===== config.mk =====
export PLATFORM = sky130hd
export DESIGN_NAME = ne_entry_table_parser
export DESIGN_NICKNAME = d
export VERILOG_FILES = /design/src/rtl/core/netp_pkg.sv /design/src/rtl/core/netp_parser.sv /design/src/rtl/core/netp_out_buf.sv /design/src/rtl/core/ne_entry_table_parser.sv
export SDC_FILE = /design/constraint.sdc
export NUM_CORES = 1
export LEC_CHECK = 0
export ABC_CLOCK_PERIOD_IN_PS = 8510
export BUFFER_PORTS_ARGS = -buffer_cell sky130_fd_sc_hd__buf_2
export CORE_MARGIN = 2
export CORE_UTILIZATION = 31
export DETAILED_ROUTE_END_ITERATION = 8
export REMOVE_ABC_BUFFERS = 1
export SYNTH_ARGS = -nofsm -noshare
export SYNTH_HDL_FRONTEND = slang
export SYNTH_HIERARCHICAL = 1
export SYNTH_SLANG_ARGS = --single-unit

===== constraint.sdc =====
create_clock -name clk -period 8.51 [get_ports clk]
set_input_delay 0.851 -clock clk [delete_from_list [all_inputs] [get_ports clk]]
set_output_delay 0.851 -clock clk [all_outputs]
set_load 0.02 [all_outputs]

===== src/rtl/core/netp_pkg.sv =====
`timescale 1ns / 1ps

package netp_pkg;

  // Segment code that marks a bundle of moveable entries
  localparam logic [7:0] SEG_MOVEABLE = 8'hFF;
  // Lengths at or below this leave the table unparsed
  localparam logic [15:0] MIN_TABLE_LEN = 16'd2;

  // Where the parser stands inside the current bundle or entry
  typedef enum logic [2:0] {
    PH_COUNT,
    PH_SEG,
    PH_FLAGS,
    PH_SKIP1,
    PH_SKIP2,
    PH_MSEG,
    PH_OFFLO,
    PH_OFFHI
  } phase_t;

  typedef struct packed {
    logic [7:0] table_byte;
    logic       start_of_table;
  } in_beat_t;

  typedef struct packed {
    logic        entry_valid;
    logic [15:0] ordinal;
    logic [7:0]  entry_flags;
    logic [7:0]  entry_segment;
    logic [15:0] entry_offset;
    logic        table_end;
  } out_beat_t;

  // Parser to output buffer: one result beat, when push is set
  typedef struct packed {
    logic      push;
    out_beat_t beat;
  } step_t;

endpackage


===== src/rtl/core/netp_parser.sv =====
`timescale 1ns / 1ps

module netp_parser import netp_pkg::*; #(
  parameter int unsigned MAX_TABLE_BYTES = 32768
) (
  input  logic        clk,
  input  logic        rst,
  input  logic        accept,
  input  in_beat_t    in_data,
  input  logic [15:0] table_length,
  output step_t       step
);

  localparam logic [16:0] MaxLen = 17'(MAX_TABLE_BYTES);

  phase_t      phase, phase_next;
  logic [7:0]  bundle_remaining, bundle_remaining_next;
  logic [7:0]  bundle_segment, bundle_segment_next;
  logic [7:0]  flags_latch, flags_latch_next;
  logic [7:0]  segment_latch, segment_latch_next;
  logic [7:0]  offset_low_latch, offset_low_latch_next;
  logic [15:0] byte_position, byte_position_next;
  logic [15:0] ordinal_counter, ordinal_counter_next;
  logic        finished, finished_next;

  logic        start;
  logic        disabled;
  logic        ended;
  logic        entry;
  logic [15:0] offset;
  logic [7:0]  b;

  assign start    = accept && in_data.start_of_table;
  assign b        = in_data.table_byte;
  assign disabled = (table_length <= MIN_TABLE_LEN) || ({1'b0, table_length} > MaxLen);

  // One table byte: restart, length check, then one step of the entry decoder
  always_comb begin
    phase_next            = start ? PH_COUNT : phase;
    bundle_remaining_next = start ? 8'd0 : bundle_remaining;
    bundle_segment_next   = start ? 8'd0 : bundle_segment;
    flags_latch_next      = start ? 8'd0 : flags_latch;
    segment_latch_next    = start ? 8'd0 : segment_latch;
    offset_low_latch_next = start ? 8'd0 : offset_low_latch;
    byte_position_next    = start ? 16'd0 : byte_position;
    ordinal_counter_next  = start ? 16'd0 : ordinal_counter;
    finished_next         = start ? 1'b0 : finished;
    ended  = 1'b0;
    entry  = 1'b0;
    offset = 16'd0;
    step   = '0;

    if (accept && !finished_next) begin
      if (disabled || byte_position_next >= table_length) begin
        // length disabled or already used up
        finished_next       = 1'b1;
        step.push           = 1'b1;
        step.beat.table_end = 1'b1;
      end else begin
        byte_position_next = byte_position_next + 16'd1;
        case (phase_next)
          PH_COUNT: begin
            if (b == 8'd0) begin
              ended = 1'b1;
            end else begin
              bundle_remaining_next = b;
              phase_next            = PH_SEG;
            end
          end
          PH_SEG: begin
            if (b == 8'd0) begin
              ended = 1'b1;
            end else begin
              bundle_segment_next = b;
              phase_next          = PH_FLAGS;
            end
          end
          PH_FLAGS: begin
            flags_latch_next = b;
            if (bundle_segment_next == SEG_MOVEABLE) begin
              phase_next = PH_SKIP1;
            end else begin
              segment_latch_next = bundle_segment_next;
              phase_next         = PH_OFFLO;
            end
          end
          PH_SKIP1: phase_next = PH_SKIP2;
          PH_SKIP2: phase_next = PH_MSEG;
          PH_MSEG: begin
            segment_latch_next = b;
            phase_next         = PH_OFFLO;
          end
          PH_OFFLO: begin
            offset_low_latch_next = b;
            phase_next            = PH_OFFHI;
          end
          PH_OFFHI: begin
            offset                = {b, offset_low_latch_next};
            ordinal_counter_next  = ordinal_counter_next + 16'd1;
            entry                 = 1'b1;
            bundle_remaining_next = bundle_remaining_next - 8'd1;
            phase_next = (bundle_remaining_next == 8'd0) ? PH_COUNT : PH_FLAGS;
          end
          default: phase_next = PH_COUNT;
        endcase

        if (byte_position_next >= table_length) ended = 1'b1;
        if (ended) finished_next = 1'b1;

        step.push                = entry || ended;
        step.beat.table_end      = ended;
        step.beat.entry_valid    = entry;
        step.beat.ordinal        = entry ? ordinal_counter_next : 16'd0;
        step.beat.entry_flags    = entry ? flags_latch_next : 8'd0;
        step.beat.entry_segment  = entry ? segment_latch_next : 8'd0;
        step.beat.entry_offset   = offset;
      end
    end
  end

  // Parser state
  always_ff @(posedge clk) begin
    if (rst) begin
      phase            <= PH_COUNT;
      bundle_remaining <= 8'd0;
      bundle_segment   <= 8'd0;
      flags_latch      <= 8'd0;
      segment_latch    <= 8'd0;
      offset_low_latch <= 8'd0;
      byte_position    <= 16'd0;
      ordinal_counter  <= 16'd0;
      finished         <= 1'b0;
    end else begin
      phase            <= phase_next;
      bundle_remaining <= bundle_remaining_next;
      bundle_segment   <= bundle_segment_next;
      flags_latch      <= flags_latch_next;
      segment_latch    <= segment_latch_next;
      offset_low_latch <= offset_low_latch_next;
      byte_position    <= byte_position_next;
      ordinal_counter  <= ordinal_counter_next;
      finished         <= finished_next;
    end
  end

  // An entry only completes on its high offset byte
  assert property (@(posedge clk) disable iff (rst)
    (step.push && step.beat.entry_valid) |-> (phase == PH_OFFHI))
    else $error("entry completed outside the offset high byte");

  // Table end leaves the parser finished
  assert property (@(posedge clk) disable iff (rst)
    (step.push && step.beat.table_end) |=> finished)
    else $error("table end did not finish the parser");

  // Once finished, nothing is produced until a restart
  assert property (@(posedge clk) disable iff (rst)
    (finished && accept && !in_data.start_of_table) |-> !step.push)
    else $error("result produced after the table ended");

endmodule


===== src/rtl/core/netp_out_buf.sv =====
`timescale 1ns / 1ps

module netp_out_buf import netp_pkg::*; (
  input  logic      clk,
  input  logic      rst,
  input  step_t     step,
  output logic      in_stall,
  output logic      out_valid,
  input  logic      out_stall,
  output out_beat_t out_data
);

  logic      skid_valid;
  out_beat_t skid_data;
  logic      pop;

  assign pop      = out_valid && !out_stall;
  // skid slot full: hold the input side off
  assign in_stall = skid_valid;

  // Output register with one skid slot behind it
  always_ff @(posedge clk) begin
    if (rst) begin
      out_valid  <= 1'b0;
      skid_valid <= 1'b0;
    end else if (skid_valid) begin
      if (pop) begin
        out_valid  <= 1'b1;
        skid_valid <= 1'b0;
      end
    end else if (step.push) begin
      if (!out_valid || pop) begin
        out_valid <= 1'b1;
      end else begin
        skid_valid <= 1'b1;
      end
    end else if (pop) begin
      out_valid <= 1'b0;
    end
  end

  // Beat payloads
  always_ff @(posedge clk) begin
    if (skid_valid) begin
      if (pop) out_data <= skid_data;
    end else if (step.push) begin
      if (!out_valid || pop) begin
        out_data <= step.beat;
      end else begin
        skid_data <= step.beat;
      end
    end
  end

  // The skid slot only fills behind a waiting output beat
  assert property (@(posedge clk) disable iff (rst)
    skid_valid |-> out_valid)
    else $error("skid slot full with output register empty");

  // A beat without an entry carries zero record fields
  assert property (@(posedge clk) disable iff (rst)
    (out_valid && !out_data.entry_valid) |->
      (out_data.ordinal == 16'd0 && out_data.entry_offset == 16'd0))
    else $error("record fields set on a beat without an entry");

endmodule


===== src/rtl/core/ne_entry_table_parser.sv =====
`timescale 1ns / 1ps
// Each result beat is registered in the output register, or in the skid slot.
// Throughput: one table byte per cycle unless stalled; state updates in one pass.
// Output register plus one skid slot: one more beat is taken while out is stalled,
// then in_stall holds until the skid slot drains.
// Reset (rst, synchronous) clears the parser, the output valid flags and table_length.

module ne_entry_table_parser import netp_pkg::*; #(
  parameter int unsigned MAX_TABLE_BYTES = 32768
) (
  input  logic        clk,
  input  logic        rst,
  input  logic        cfg_we,
  input  logic [15:0] cfg_wdata,
  input  logic        in_valid,
  output logic        in_stall,
  input  in_beat_t    in_data,
  output logic        out_valid,
  input  logic        out_stall,
  output out_beat_t   out_data
);

  logic [15:0] table_length;
  logic        accept;
  step_t       step;

  assign accept = in_valid && !in_stall;

  // Table length register
  always_ff @(posedge clk) begin
    if (rst) begin
      table_length <= 16'd0;
    end else if (cfg_we) begin
      table_length <= cfg_wdata;
    end
  end

  netp_parser #(
    .MAX_TABLE_BYTES(MAX_TABLE_BYTES)
  ) u_parser (
    .clk          (clk),
    .rst          (rst),
    .accept       (accept),
    .in_data      (in_data),
    .table_length (table_length),
    .step         (step)
  );

  netp_out_buf u_out_buf (
    .clk       (clk),
    .rst       (rst),
    .step      (step),
    .in_stall  (in_stall),
    .out_valid (out_valid),
    .out_stall (out_stall),
    .out_data  (out_data)
  );

endmodule


== Yosys cells after proc, flatten, opt, wreduce, memory -nomap -nowiden ==
Index checks and enable logic that the tools add are counted.

* Reductions and logical operators: 22
* Equality and inequality tests: 10
* Order comparisons: 4
* Add/subtract/negate cells: 3
* Bitwise gates (word level): 2
* Mux-type cells: 71

{| class="wikitable"
|+ Operators by type and width
! operator !! number
|-
| $mux W50 || 4
|-
| $mux W8 || 23
|-
| $mux W16 || 9
|-
| $mux W51 || 1
|-
| $mux W49 || 1
|-
| $add A16 B1 Y16 const B || 2
|-
| $ge A16 B16 Y1 || 2
|-
| $pmux W8 S2 || 2
|-
| $pmux W3 S8 || 1
|-
| $mux W1 || 23
|-
| $mux W3 || 6
|-
| $gt A16 B16 Y1 const B || 1
|-
| $le A16 B2 Y1 const B || 1
|-
| $logic_not A8 Y1 || 2
|-
| $eq A3 B3 Y1 const B || 4
|-
| $reduce_and A3 Y1 || 3
|-
| $eq A8 B8 Y1 const B || 1
|-
| $sub A8 B1 Y8 const B || 1
|-
| $eq A3 B2 Y1 const B || 2
|-
| $reduce_bool A2 Y1 || 3
|-
| $logic_and A1 B1 Y1 || 4
|-
| $logic_not A1 Y1 || 4
|-
| $logic_or A1 B1 Y1 || 4
|-
| $eq A3 B1 Y1 const B || 1
|-
| 6 further kinds || 7
|}

* Output and inout port bits: 52
* Flip-flop bits (word level): 194
* Bits of input ports: 30
* Word-level logic and storage cells: 136

== Logic depth before layout (Yosys ltp) ==
Gate-level depths: netlist (run 1).

* Depth in word-level cells: 16
* Depth in mapped cells: 23

== Modules after synthesis ==
Netlist (run 1), hierarchy kept.

{| class="wikitable"
|+ By module, submodules not included
! module !! cells an instance !! seq. area each (sq um) !! instances !! area an instance (sq um)
|-
| netp_parser || 740 || 1521.5 || 1 || 5450.2
|-
| netp_out_buf || 168 || 3042.9 || 1 || 3945.0
|-
| ne_entry_table_parser || 53 || 320.3 || 1 || 586.8
|}

== Worst setup path after synthesis (run 1) ==
OpenSTA, ideal clock, no wires.

* Kind: input to register
* Start point: input port in_valid
* End point: register, netlist name u_out_buf/out_data[0]
* Library setup time: 471 ps
* Arrival time: 6780 ps
* Setup slack: 1259 ps
* Required time: 8039 ps
* Stages: 23
* Buffers on the path: 4
* Cell sequence: nor2b_1 -> clkbuf_1 -> nand2_1 -> clkbuf_1 -> clkbuf_1 -> clkbuf_1 -> nand2_1 -> inv_1 -> ha_1 -> and3_1 -> and2_0 -> nand3_1 -> nor2_1 -> xnor2_1 -> ha_1 -> nand4_1 -> nor2_1 -> o211ai_1 -> a31oi_1 -> nor3_1 -> a31oi_1 -> nand2b_1 -> a21boi_1

{| class="wikitable"
|+ RTL lines
! item !! RTL line !! text
|-
| start, declared || ne_entry_table_parser.sv:15 || <nowiki>input logic in_valid,</nowiki>
|}

==> results.json, run 1 <==
{
  "ys_types": 69,
  "globalRouteTotalUtil_pct": 12.93,
  "post_layout_nonfiller_instances": 1433,
  "post-route-period-util_pct": 59.75,
  "worst_slew_pin_slew_ns": 1.158,
  "grt.overflow.total": 0,
  "min_period_ns": 5.085,
  "design.die.area_sq_um": 33650,
  "grt_pass1_vias": 6685,
  "timing.slew.headroom_pct": 22.57,
  "critical_path_arrival_ns": 5.16,
  "final_cell_area_sq_um": 11270,
  "postCtsResizedCells": 0,
  "vias_per_cell": 5.001,
  "cp.depth": 18,
  "core.rowCount": 65,
  "die_w_um": 183.4,
  "critPathRequiredTime_ns": 8.59,
  "core_region_area_sq_um": 31640,
  "placedCellCount": 1400,
  "synth-edff-count": 100,
  "area.growth.synth_to_final_pct": 12.87,
  "worst_ir_drop_vdd_v": 0.0001203,
  "final_common_cell": "sky130_fd_sc_hd__nor2_1",
  "cts_post_setup_buffers_inserted": 0,
  "p_leak_nw": 4.178,
  "timing.critical_path.from": "in_valid",
  "synthArstFlopShare_pct": 0,
  "fin_skew_ns": 0.01718,
  "tritoncts": "yes",
  "cts.reportedPaths.clkPinSlew_ns": 0.07,
  "clock_tree.buffer_depth": 2,
  "layout-drive-gt1-share_pct": 20.58,
  "design.final.nets": 1084,
  "yosysSeqAreaShare_pct": 48.93,
  "yosys_warnings": 6,
  "clock_root_cell": "sky130_fd_sc_hd__clkbuf_16",
  "via_count_of_the_routed_design": 7167,
  "floorplan.initialDensity_pct": 31.55,
  "endpoint_kind": "flop",
  "hold_buffers_post_cts": 0,
  "top_achievable_clock_speed_mhz": 196.7,
  "min-delay-start": "u_parser/bundle_segment[2]",
  "placement.cell_area_sq_um": 10660,
  "route.final.wire_length_um": 21460,
  "tritoncts.num_buffers": 17,
  "reg2reg_start": "u_out_buf/in_stall",
  "cp_max_fo": 87,
  "ios": 82,
  "synthesis.area_per_instance_sq_um": 10.39,
  "tritoncts_num_sinks": 194,
  "timing.final.max_slew_violations": 0,
  "total_power_mw": 2.074,
  "final_antenna_net_count": 0,
  "crit_path_top_delay_cell": "sky130_fd_sc_hd__buf_4",
  "die_height_um": 183.4,
  "worstSkewPairLatency_ns": 0.44,
  "residual_drc_count": 0,
  "1st_iter_drt_viols": 504,
  "detailedPlace.worstSlack_ns": 2.973,
  "unrepaired_setup_endpoints_after_global_routing": "false",
  "reg2reg_depth": 19,
  "port-buffer-count": 81,
  "grt_max_degree": 88,
  "wl_per_cell_um": 14.97,
  "fillers": 3172,
  "outcome": "finished, final reports clean",
  "setup_ws_ns": 3.425,
  "final_hold_viol_count": 0,
  "grt_first_pass_wirelength_um": 35070,
  "powerDensity_nw_per_um2": 184.0,
  "drv_cap": 0,
  "routabilityCongestion": 0.8220,
  "synth_seq_cells": 194,
  "critical-path-max-stage-delay_ns": 0.70,
  "drt-pass1-iter-count": 5,
  "timing.hold.worst_path_depth": 2,
  "final-setup-viol-count": 0,
  "clock_tree.htree_level_count": 4,
  "grt_antenna_before_repair": 1,
  "post-route-util_pct": 35.61,
  "timing.setup.critical_path_class": "in -> reg",
  "path_delay_family": "simple AND/OR/NAND/NOR gates",
  "mappedNetlistArea_sq_um": 9982,
  "cp-start-kind": "input pin",
  "worstPathCellList": "buf_2, nor2b_1, nand2_2, buf_4, and2_0, nand3_1, nor2_1, xnor2_1, ha_1, nand4_1, nor2_1, o211ai_1, a31oi_1, nor3_1, a31oi_1, nand2b_1, a21boi_4, buf_4",
  "synth_top_flop_cell": "sky130_fd_sc_hd__edfxtp_1",
  "critical_path.n_buffers_inverters": 3,
  "synthCells": 961,
  "hpwl_um": 14240,
  "most-common-layout-cells": "sky130_fd_sc_hd__nor2_1 (111), sky130_fd_sc_hd__nand2_1 (108), sky130_fd_sc_hd__edfxtp_1 (100)",
  "hold_class": "reg -> reg"
}
-- cells in the mapped netlist, drive strengths merged, types with 7 or more instances --
library cell | count | area share [%]
mux2i | 16 | 1.6
inv | 36 | 1.4
nand2 | 109 | 4.1
a22oi | 11 | 0.83
nor2 | 113 | 4.3
edfxtp | 100 | 30
a31oi | 7 | 0.44
ha | 37 | 4.6
xnor2 | 33 | 2.9
or3 | 7 | 0.44
xor2 | 17 | 1.5
nor3 | 27 | 1.4
and2 | 16 | 1.0
clkbuf | 30 | 1.1
nor4 | 9 | 0.56
nand3 | 23 | 1.2
a21oi | 49 | 2.5
or2 | 21 | 1.3
mux2 | 59 | 8.4
buf | 25 | 2.3
a22o | 9 | 0.79
dfxtp | 94 | 19
nand4 | 13 | 0.81
o21ai | 20 | 1.0
-- layout make-up --
cell class                      count  area, sq um  area share (%)
Multi-Input combinational cell    676         4644           41.22
Sequential cell                   194         4888           43.39
Timing Repair Buffer               92        488.0           4.331
Clock buffer                       18        429.2           3.809
Antenna cell                        1        2.502         0.02221
Tap cell                          402        503.0           4.464
Clock inverter                     14        176.4           1.566
Inverter                           36        135.1           1.199
-- through the flow --
stage	hold slack (ns)	TNS, ns
final	0.4958	0
after CTS	0.4959	0
after detailed placement	0.4872	0
after global placement	0.4789	0
after floorplan	0.4626	-77.89
after global routing	0.5257	0
-- flip-flops by register name (all words and copies together), names as in the netlist --
| signal | count |
|---|---|
| u_out_buf/in_stall | 1 |
| u_parser/phase | 3 |
| u_parser/segment_latch | 8 |
| u_parser/ordinal_counter | 16 |
| table_length | 16 |
| u_out_buf/skid_data | 50 |
| u_parser/bundle_remaining | 8 |
| u_parser/byte_position | 16 |
| u_out_buf/out_valid | 1 |
| u_parser/finished | 1 |
| u_parser/offset_low_latch | 8 |
| u_parser/flags_latch | 8 |
| u_out_buf/out_data | 50 |
| u_parser/bundle_segment | 8 |
-- path summary, 6_finish.rpt --
| path | end | slack (ns) |
|---|---|---|
| setup / recovery | u_out_buf/out_data[9] | 3.42 |
| hold / removal | u_parser/bundle_segment[2] | 0.50 |
| setup reg to reg | u_out_buf/out_data[9] | 3.57 |
| hold reg to reg | u_parser/bundle_segment[2] | 0.50 |
-- routing by layer --
| metal | up-vias | GRT usage, % | wire length (um) |
|---|---|---|---|
| met3 | 12 | 2.496 | 966 |
| met4 | 0 | 3.232 | 170 |
| met5 | - | 0 | 0 |
| met2 | 168 | 19.98 | 9573 |
| met1 | 3441 | 18.53 | 10750 |
| li1 | 3546 | - | - |
-- cells by family (layout without fill, tap and decap cells) --
family / after synthesis / in the layout / synth area share (%)
other: 0 / 1 / 0
xor gates and xnor gates: 50 / 50 / 4.387
muxes: 75 / 75 / 10.03
adders and majority gates: 37 / 37 / 4.638
and+or+nand+nor: 371 / 371 / 17.71
DFF: 194 / 194 / 48.93
AOI/OAI and AO/OA: 143 / 143 / 9.551
buffers and inverters: 91 / 160 / 4.751
-- report_power, final --
part	total (mW)	switching [mW]	internal (mW)
Sequential	1.03	0.0169	1.01
Clock	0.821	0.396	0.426
Combinational	0.220	0.150	0.0705
-- tightest hold or removal path, cell delays in order, from the launching register on --
cell and delay, ns:
sky130_fd_sc_hd__dfxtp_1 0.32, sky130_fd_sc_hd__o21ai_0 0.07, sky130_fd_sc_hd__a21oi_1 0.06
Note: power is estimated with default switching activity, not from simulation.
==> run 2: changes to the inputs <==
--- a/config.mk
+++ b/config.mk
@@ -5,7 +5,8 @@
 export SDC_FILE = /design/constraint.sdc
 export NUM_CORES = 1
 export LEC_CHECK = 0
-export ABC_CLOCK_PERIOD_IN_PS = 8510
+export ABC_AREA = 1
+export ABC_CLOCK_PERIOD_IN_PS = 5050
 export BUFFER_PORTS_ARGS = -buffer_cell sky130_fd_sc_hd__buf_2
 export CORE_MARGIN = 2
 export CORE_UTILIZATION = 31
==> constraint.sdc (replaced) <==
create_clock -name clk -period 5.05 [get_ports clk]
set_input_delay 0.505 -clock clk [delete_from_list [all_inputs] [get_ports clk]]
set_output_delay 0.505 -clock clk [all_outputs]
set_load 0.02 [all_outputs]
==> results.json, run 2 <==
{
  "total_routed_wire_length_on_the_met1_layer_um": 12410,
  "residual_drc_count": 0,
  "port-buffer-count": 81,
  "highest_layer": "met5",
  "final.setup.tns_ns": 0,
  "clock_tree.htree_level_count": 4,
  "insertedDiodeCount": 0,
  "tritoncts_num_sinks": 194,
  "critical_path.n_buffers_inverters": 3,
  "p_leak_nw": 5.275,
  "min-delay-start": "cfg_wdata[15]",
  "synth_top_area_cell": "sky130_fd_sc_hd__edfxtp_1",
  "core_region_area_sq_um": 33360,
  "reg2reg_depth": 23,
  "crit_path_top_delay_cell": "sky130_fd_sc_hd__dfxtp_2",
  "grt_pass1_vias": 8241,
  "endpoint_kind": "flop",
  "cp-start-kind": "flop",
  "outcome": "finished, final reports clean",
  "worstSkewPairLatency_ns": 0.46,
  "final_common_cell": "sky130_fd_sc_hd__nand2_1",
  "setup_ws_ns": 0.9474,
  "clock_tree.buffer_depth": 2,
  "cts_post_setup_buffers_inserted": 0,
  "detailedPlace.worstSlack_ns": 0.6203,
  "core.rowCount": 67,
  "crit-reg2reg-capture": "u_out_buf/out_data[24]",
  "wl_per_cell_um": 13.34,
  "fillers": 3609,
  "detailroute.wirelength.met2_um": 11260,
  "drv_cap": 0,
  "ios": 82,
  "final-setup-viol-count": 0,
  "design.die.area_sq_um": 35180,
  "grt.overflow.total": 0,
  "worst_ir_drop_vdd_v": 0.0002761,
  "timing.setup.critical_path_class": "reg -> reg",
  "detailroute.wirelength.met3_um": 1446,
  "timing.hold.worst_path_depth": 5,
  "yosysSeqAreaShare_pct": 46.77,
  "routabilityCongestion": 0.8278,
  "die_height_um": 187.6,
  "route.final.wire_length_um": 25580,
  "design.final.nets": 1524,
  "final_antenna_net_count": 0,
  "synth_seq_cells": 194,
  "synth_top_flop_cell": "sky130_fd_sc_hd__edfxtp_1",
  "synthCells": 1399,
  "timing.final.max_slew_violations": 0,
  "most-common-layout-cells": "sky130_fd_sc_hd__nand2_1 (455), sky130_fd_sc_hd__nor2_1 (194), sky130_fd_sc_hd__inv_1 (159)",
  "cts.reportedPaths.clkPinSlew_ns": 0.08,
  "grt_antenna_before_repair": 2,
  "synth-edff-count": 100,
  "crit_path_frequent_cell": "sky130_fd_sc_hd__nand2_1",
  "mappedNetlistArea_sq_um": 10450,
  "tritoncts": "yes",
  "synth_most_common_cell": "sky130_fd_sc_hd__nand2_1",
  "clock_root_cell": "sky130_fd_sc_hd__clkbuf_16",
  "min_period_ns": 4.103,
  "synth.top_cells.by_area": "sky130_fd_sc_hd__edfxtp_1 (29%), sky130_fd_sc_hd__dfxtp_1 (18%), sky130_fd_sc_hd__nand2_1 (16%), sky130_fd_sc_hd__nor2_1 (7.0%), sky130_fd_sc_hd__inv_1 (5.7%)",
  "critical-path-max-stage-delay_ns": 0.32,
  "area.growth.synth_to_final_pct": 13.30,
  "top_achievable_clock_speed_mhz": 243.7,
  "hold_class": "in -> reg",
  "layout-drive-gt1-share_pct": 10.41,
  "die_w_um": 187.6,
  "unrepaired_setup_endpoints_after_global_routing": "false",
  "yosys_warnings": 6,
  "drt-pass1-iter-count": 5,
  "hpwl_um": 17120,
  "grt_max_degree": 61,
  "critPathRequiredTime_ns": 5.19,
  "powerDensity_nw_per_um2": 392.5,
  "path_delay_family": "simple AND/OR/NAND/NOR gates",
  "final_hold_viol_count": 0,
  "critical_path_arrival_ns": 4.24,
  "cp_max_fo": 50,
  "globalRouteTotalUtil_pct": 14.80,
  "via_count_of_the_routed_design": 8940,
  "hold_end": "table_length[15]",
  "synthesis.area_per_instance_sq_um": 7.466,
  "1st_iter_drt_viols": 779,
  "post-route-period-util_pct": 81.24,
  "timing.critical_path.from": "u_out_buf/in_stall",
  "floorplan.initialDensity_pct": 31.31,
  "grt_first_pass_wirelength_um": 42170,
  "worst_slew_pin_slew_ns": 0.7839,
  "synth_commonest_cells": "sky130_fd_sc_hd__nand2_1 (455), sky130_fd_sc_hd__nor2_1 (194), sky130_fd_sc_hd__inv_1 (160)",
  "hold_buffers_post_cts": 0,
  "worstPathCellList": "nor2_1, nand2_4, inv_1, nor2_1, ha_1, nand2_1, nor2_1, nand3_1, nor2_1, nand3_1, nand2_1, inv_1, ha_1, nand2_1, nor3_1, nand3_1, nand3_1, nand3b_1, nand2_1, o21ai_0, nand2_1, a21oi_4, buf_12",
  "vias_per_cell": 4.661,
  "timing.slew.headroom_pct": 47.74,
  "reg_top3": "u_out_buf/out_data (50), u_out_buf/skid_data (50)",
  "ff2ff_setup_slack_ns": 0.95,
  "postCtsResizedCells": 0,
  "synthArstFlopShare_pct": 0,
  "ys_types": 38,
  "fin_skew_ns": 0.01971,
  "tritoncts.num_buffers": 17,
  "reg2reg_start": "u_out_buf/in_stall",
  "yosys.area.top_type_share_pct": 28.75
}
==> run 2: worst max path at each step <==
stage                     cells past startpoint  slack (ns)                     end
after CTS                                    23        0.96  u_out_buf/out_data[23]
after floorplan                              22       -2.63   u_out_buf/out_data[0]
after detailed placement                     25        0.62  u_out_buf/out_data[24]
after global routing                         23        0.60  u_out_buf/out_data[14]
final                                        23        0.95  u_out_buf/out_data[24]
after global placement                       25        0.81  u_out_buf/out_data[19]
==> run 2: metrics by stage <==
stage	util, %	instance area (sq um)	instances	hold WS [ns]	total power [mW]
floorplan	-	10100	1343	0.4457	2.817
global placement	33.61	11210	1886	0.4587	3.208
detailed placement	33.61	11210	1886	0.4654	3.228
CTS	35.47	11830	1918	0.3277	4.690
global route	35.47	11830	1918	0.3576	4.900
finish	35.47	11830	1918	0.3435	4.645
==> run 2: final cells by class <==
| type | count | area [sq um] | area share [%] |
|---|---|---|---|
| timing repair buffer | 95 | 535.5 | 4.525 |
| tap | 448 | 560.5 | 4.737 |
| multi-input combinational | 987 | 4618 | 39.03 |
| clock buffer | 18 | 429.2 | 3.627 |
| sequential | 194 | 4886 | 41.29 |
| inverter | 162 | 613.1 | 5.181 |
| clock inverter | 14 | 191.4 | 1.618 |
==> run 2: power by group <==
| group | total (mW) | leakage [nW] | switching, mW | internal (mW) |
|---|---|---|---|---|
| logic | 1.23 | 3.25 | 0.875 | 0.358 |
| clock network | 1.45 | 0.301 | 0.651 | 0.797 |
| registers | 1.96 | 1.73 | 0.0690 | 1.89 |
| total | 4.64 | 5.28 | 1.60 | 3.05 |
==> run 2: cell families after synthesis <==
kind of cell	count (synthesis)	share of synthesized area, %
AO/OA/AOI/OAI	181	9.116
XOR/XNOR	18	1.509
adder cells (fa/ha/maj)	37	4.432
buffers and inverters	218	9.128
flip-flops	194	46.77
AND/OR/NAND/NOR	751	29.05
==> run 2: worst min-delay path, stage by stage <==
cell and delay (ns):
sky130_fd_sc_hd__buf_2 0.07, sky130_fd_sc_hd__inv_1 0.03, sky130_fd_sc_hd__nand2_1 0.04, sky130_fd_sc_hd__nand2_1 0.04, sky130_fd_sc_hd__nor2_1 0.07
==> run 2: layer usage <==
layer	track usage, %	up-vias
met1	20.54	4021
li1	-	4587
met4	4.846	4
met2	23.43	291
met5	0	-
met3	2.489	37
==> run 3: changes to the inputs <==
--- a/config.mk
+++ b/config.mk
@@ -5,8 +5,8 @@
 export SDC_FILE = /design/constraint.sdc
 export NUM_CORES = 1
 export LEC_CHECK = 0
-export ABC_AREA = 1
-export ABC_CLOCK_PERIOD_IN_PS = 5050
+export ABC_AREA = 0
+export ABC_CLOCK_PERIOD_IN_PS = 3700
 export BUFFER_PORTS_ARGS = -buffer_cell sky130_fd_sc_hd__buf_2
 export CORE_MARGIN = 2
 export CORE_UTILIZATION = 31
==> constraint.sdc (replaced) <==
create_clock -name clk -period 3.7 [get_ports clk]
set_input_delay 0.37 -clock clk [delete_from_list [all_inputs] [get_ports clk]]
set_output_delay 0.37 -clock clk [all_outputs]
set_load 0.02 [all_outputs]
==> results.json, run 3 (synthesis results as in run 1) <==
{
  "reg2reg_depth": 22,
  "clock_tree.htree_level_count": 4,
  "ff2ff_setup_slack_ns": -0.09,
  "area_occupied_by_registers_sq_um": 4888,
  "worst_ir_drop_vdd_v": 0.0003095,
  "port-buffer-count": 81,
  "design.die.area_sq_um": 33650,
  "critPathRequiredTime_ns": 3.86,
  "post_layout_nonfiller_instances": 1527,
  "min_period_ns": 3.786,
  "worstSkewPairLatency_ns": 0.45,
  "final-setup-viol-count": 55,
  "most-common-layout-cells": "sky130_fd_sc_hd__nor2_1 (111), sky130_fd_sc_hd__nand2_1 (108), sky130_fd_sc_hd__edfxtp_1 (100)",
  "pwr-share-comb_pct": 13.8,
  "tritoncts": "yes",
  "placedCellCount": 1471,
  "grt.overflow.total": 0,
  "power_switching_share_pct": 26.57,
  "path_delay_family": "simple AND/OR/NAND/NOR gates",
  "timing.setup.critical_path_class": "reg -> reg",
  "critical-path-max-stage-delay_ns": 0.35,
  "p_leak_nw": 4.717,
  "core_region_area_sq_um": 31640,
  "seq_power_share_pct": 49.0,
  "vias_per_cell": 4.940,
  "hold_end": "table_length[6]",
  "design_internal_power_mw": 3.555,
  "clock_root_cell": "sky130_fd_sc_hd__clkbuf_16",
  "total_power_mw": 4.841,
  "cts.reportedPaths.clkPinSlew_ns": 0.07,
  "violations_in_the_final_reports": "setup timing",
  "drv_cap": 0,
  "routabilityCongestion": 0.8627,
  "post-route-period-util_pct": 102.3,
  "route.final.wire_length_um": 23990,
  "timing.slew.headroom_pct": 31.01,
  "insertedDiodeCount": 0,
  "hold_class": "in -> reg",
  "post-route-util_pct": 38.86,
  "area.growth.synth_to_final_pct": 23.15,
  "fin_skew_ns": 0.01038,
  "setup_ws_ns": -0.08611,
  "grt_first_pass_wirelength_um": 39040,
  "crit_path_top_delay_cell": "sky130_fd_sc_hd__dfxtp_4",
  "clkPwrFrac_pct": 37.1,
  "grt_antenna_before_repair": 0,
  "worst_slew_pin_slew_ns": 1.033,
  "hpwl_um": 15740,
  "reg2reg_start": "u_out_buf/in_stall",
  "drt-pass1-iter-count": 5,
  "via_count_of_the_routed_design": 7544,
  "wl_per_cell_um": 15.71,
  "ios": 82,
  "total_switching_power_mw": 1.286,
  "top_achievable_clock_speed_mhz": 264.1,
  "powerDensity_nw_per_um2": 393.8,
  "floorplan.initialDensity_pct": 31.55,
  "outcome": "complete, but fails checks",
  "detailedPlace.worstSlack_ns": -0.3374,
  "unrepaired_setup_endpoints_after_global_routing": "true",
  "critical_path_arrival_ns": 3.95,
  "timing.final.max_slew_violations": 0,
  "timing.hold.worst_path_depth": 3,
  "die_w_um": 183.4,
  "endpoint_kind": "flop",
  "min-delay-start": "cfg_wdata[6]",
  "worstPathCellList": "nor2b_4, nand2_2, nand2_1, inv_1, ha_4, and3_4, and2_4, and2_4, xnor2_1, ha_1, nand4_1, nor2_1, o211ai_1, a31oi_1, nor3_1, a31oi_1, nand2b_1, buf_4, a21boi_4, buf_8, buf_12, buf_16",
  "fillers": 3084,
  "cp-start-kind": "flop",
  "residual_drc_count": 0,
  "layout-drive-gt1-share_pct": 28.27,
  "final_antenna_net_count": 0,
  "die_height_um": 183.4,
  "1st_iter_drt_viols": 539,
  "multi_input_area_sq_um": 4723,
  "globalRouteTotalUtil_pct": 14.57,
  "grt_pass1_vias": 7490,
  "tritoncts.num_buffers": 17,
  "cp_max_fo": 11,
  "final_common_cell": "sky130_fd_sc_hd__nor2_1",
  "tritoncts_num_sinks": 194,
  "clock_tree.buffer_depth": 2,
  "reg_top3": "u_out_buf/out_data (50), u_out_buf/skid_data (50)",
  "grt_max_degree": 73,
  "final_hold_viol_count": 0,
  "crit-reg2reg-capture": "u_out_buf/out_data[23]",
  "critical_path.n_buffers_inverters": 5,
  "core.rowCount": 65,
  "design.final.nets": 1179
}
## run 3: area by class of cell
| cell class | count | share of cell area (%) |
|---|---|---|
| sequential | 194 | 39.77 |
| multi-input combinational | 676 | 38.42 |
| timing repair buffer | 187 | 12.05 |
| tap | 402 | 4.092 |
| clock buffer | 19 | 3.522 |
| inverter | 36 | 1.099 |
| clock inverter | 13 | 1.048 |
## run 3: worst reg2reg max path: cells and delay by family (launching register included)
family                     cells  cell delay (ns)
adders and majority gates      2             0.44
and+or+nand+nor               10             1.20
DFF                            1             0.35
xor gates and xnor gates       1             0.12
AOI/OAI and AO/OA              4             0.73
buffers and inverters          5             0.65
## run 3: worst max path at each step
stage	from	endpoint	slack, ns	depth (start not counted)
2_1_floorplan	u_out_buf/in_stall	u_out_buf/out_data[0]	-5.70	19
3_3_place_gp	in_valid	u_out_buf/out_data[18]	-0.26	20
3_5_place_dp	in_valid	u_out_buf/out_data[17]	-0.34	19
4_1_cts	u_out_buf/in_stall	u_out_buf/out_data[19]	-0.04	22
5_1_grt	u_out_buf/in_stall	u_out_buf/out_data[17]	-0.26	23
6_report	u_out_buf/in_stall	u_out_buf/out_data[23]	-0.09	22
## run 3: repair_timing
item                       CTS  global route
pin swaps                   10             2
resized for setup           30             3
setup buffers               15             2
hold buffers                 0             0
gates cloned                 6             1
setup endpoints to repair  116           111
## run 3: power groups by stage
| stage | Clock, mW | Combinational, mW | Sequential [mW] |
|---|---|---|---|
| final | 1.80 | 0.669 | 2.37 |
| after detailed placement | 0 | 0.558 | 2.42 |
| after floorplan | 0 | 0.250 | 2.49 |
| after global placement | 0 | 0.552 | 2.42 |
| after CTS | 1.84 | 0.664 | 2.37 |
| after global routing | 1.94 | 0.723 | 2.38 |
## run 3: per-stage QoR
stage	hold WS, ns	setup TNS, ns	instance area, sq um
after floorplan	0.4389	-1147.44	9643
after global placement	0.4758	-24.30	11240
after detailed placement	0.4945	-32.05	11240
after CTS	0.1465	-0.6065	12230
after global routing	0.1694	-18.99	12290
final	0.1563	-2.697	12290
## run 3: metal layers
metal | wire, um | vias to the layer above | track usage [%]
li1 | - | 3715 | -
met5 | 0 | - | 0
met1 | 11440 | 3632 | 19.92
met2 | 11020 | 167 | 23.22
met4 | 428 | 0 | 5.024
met3 | 1097 | 30 | 2.575
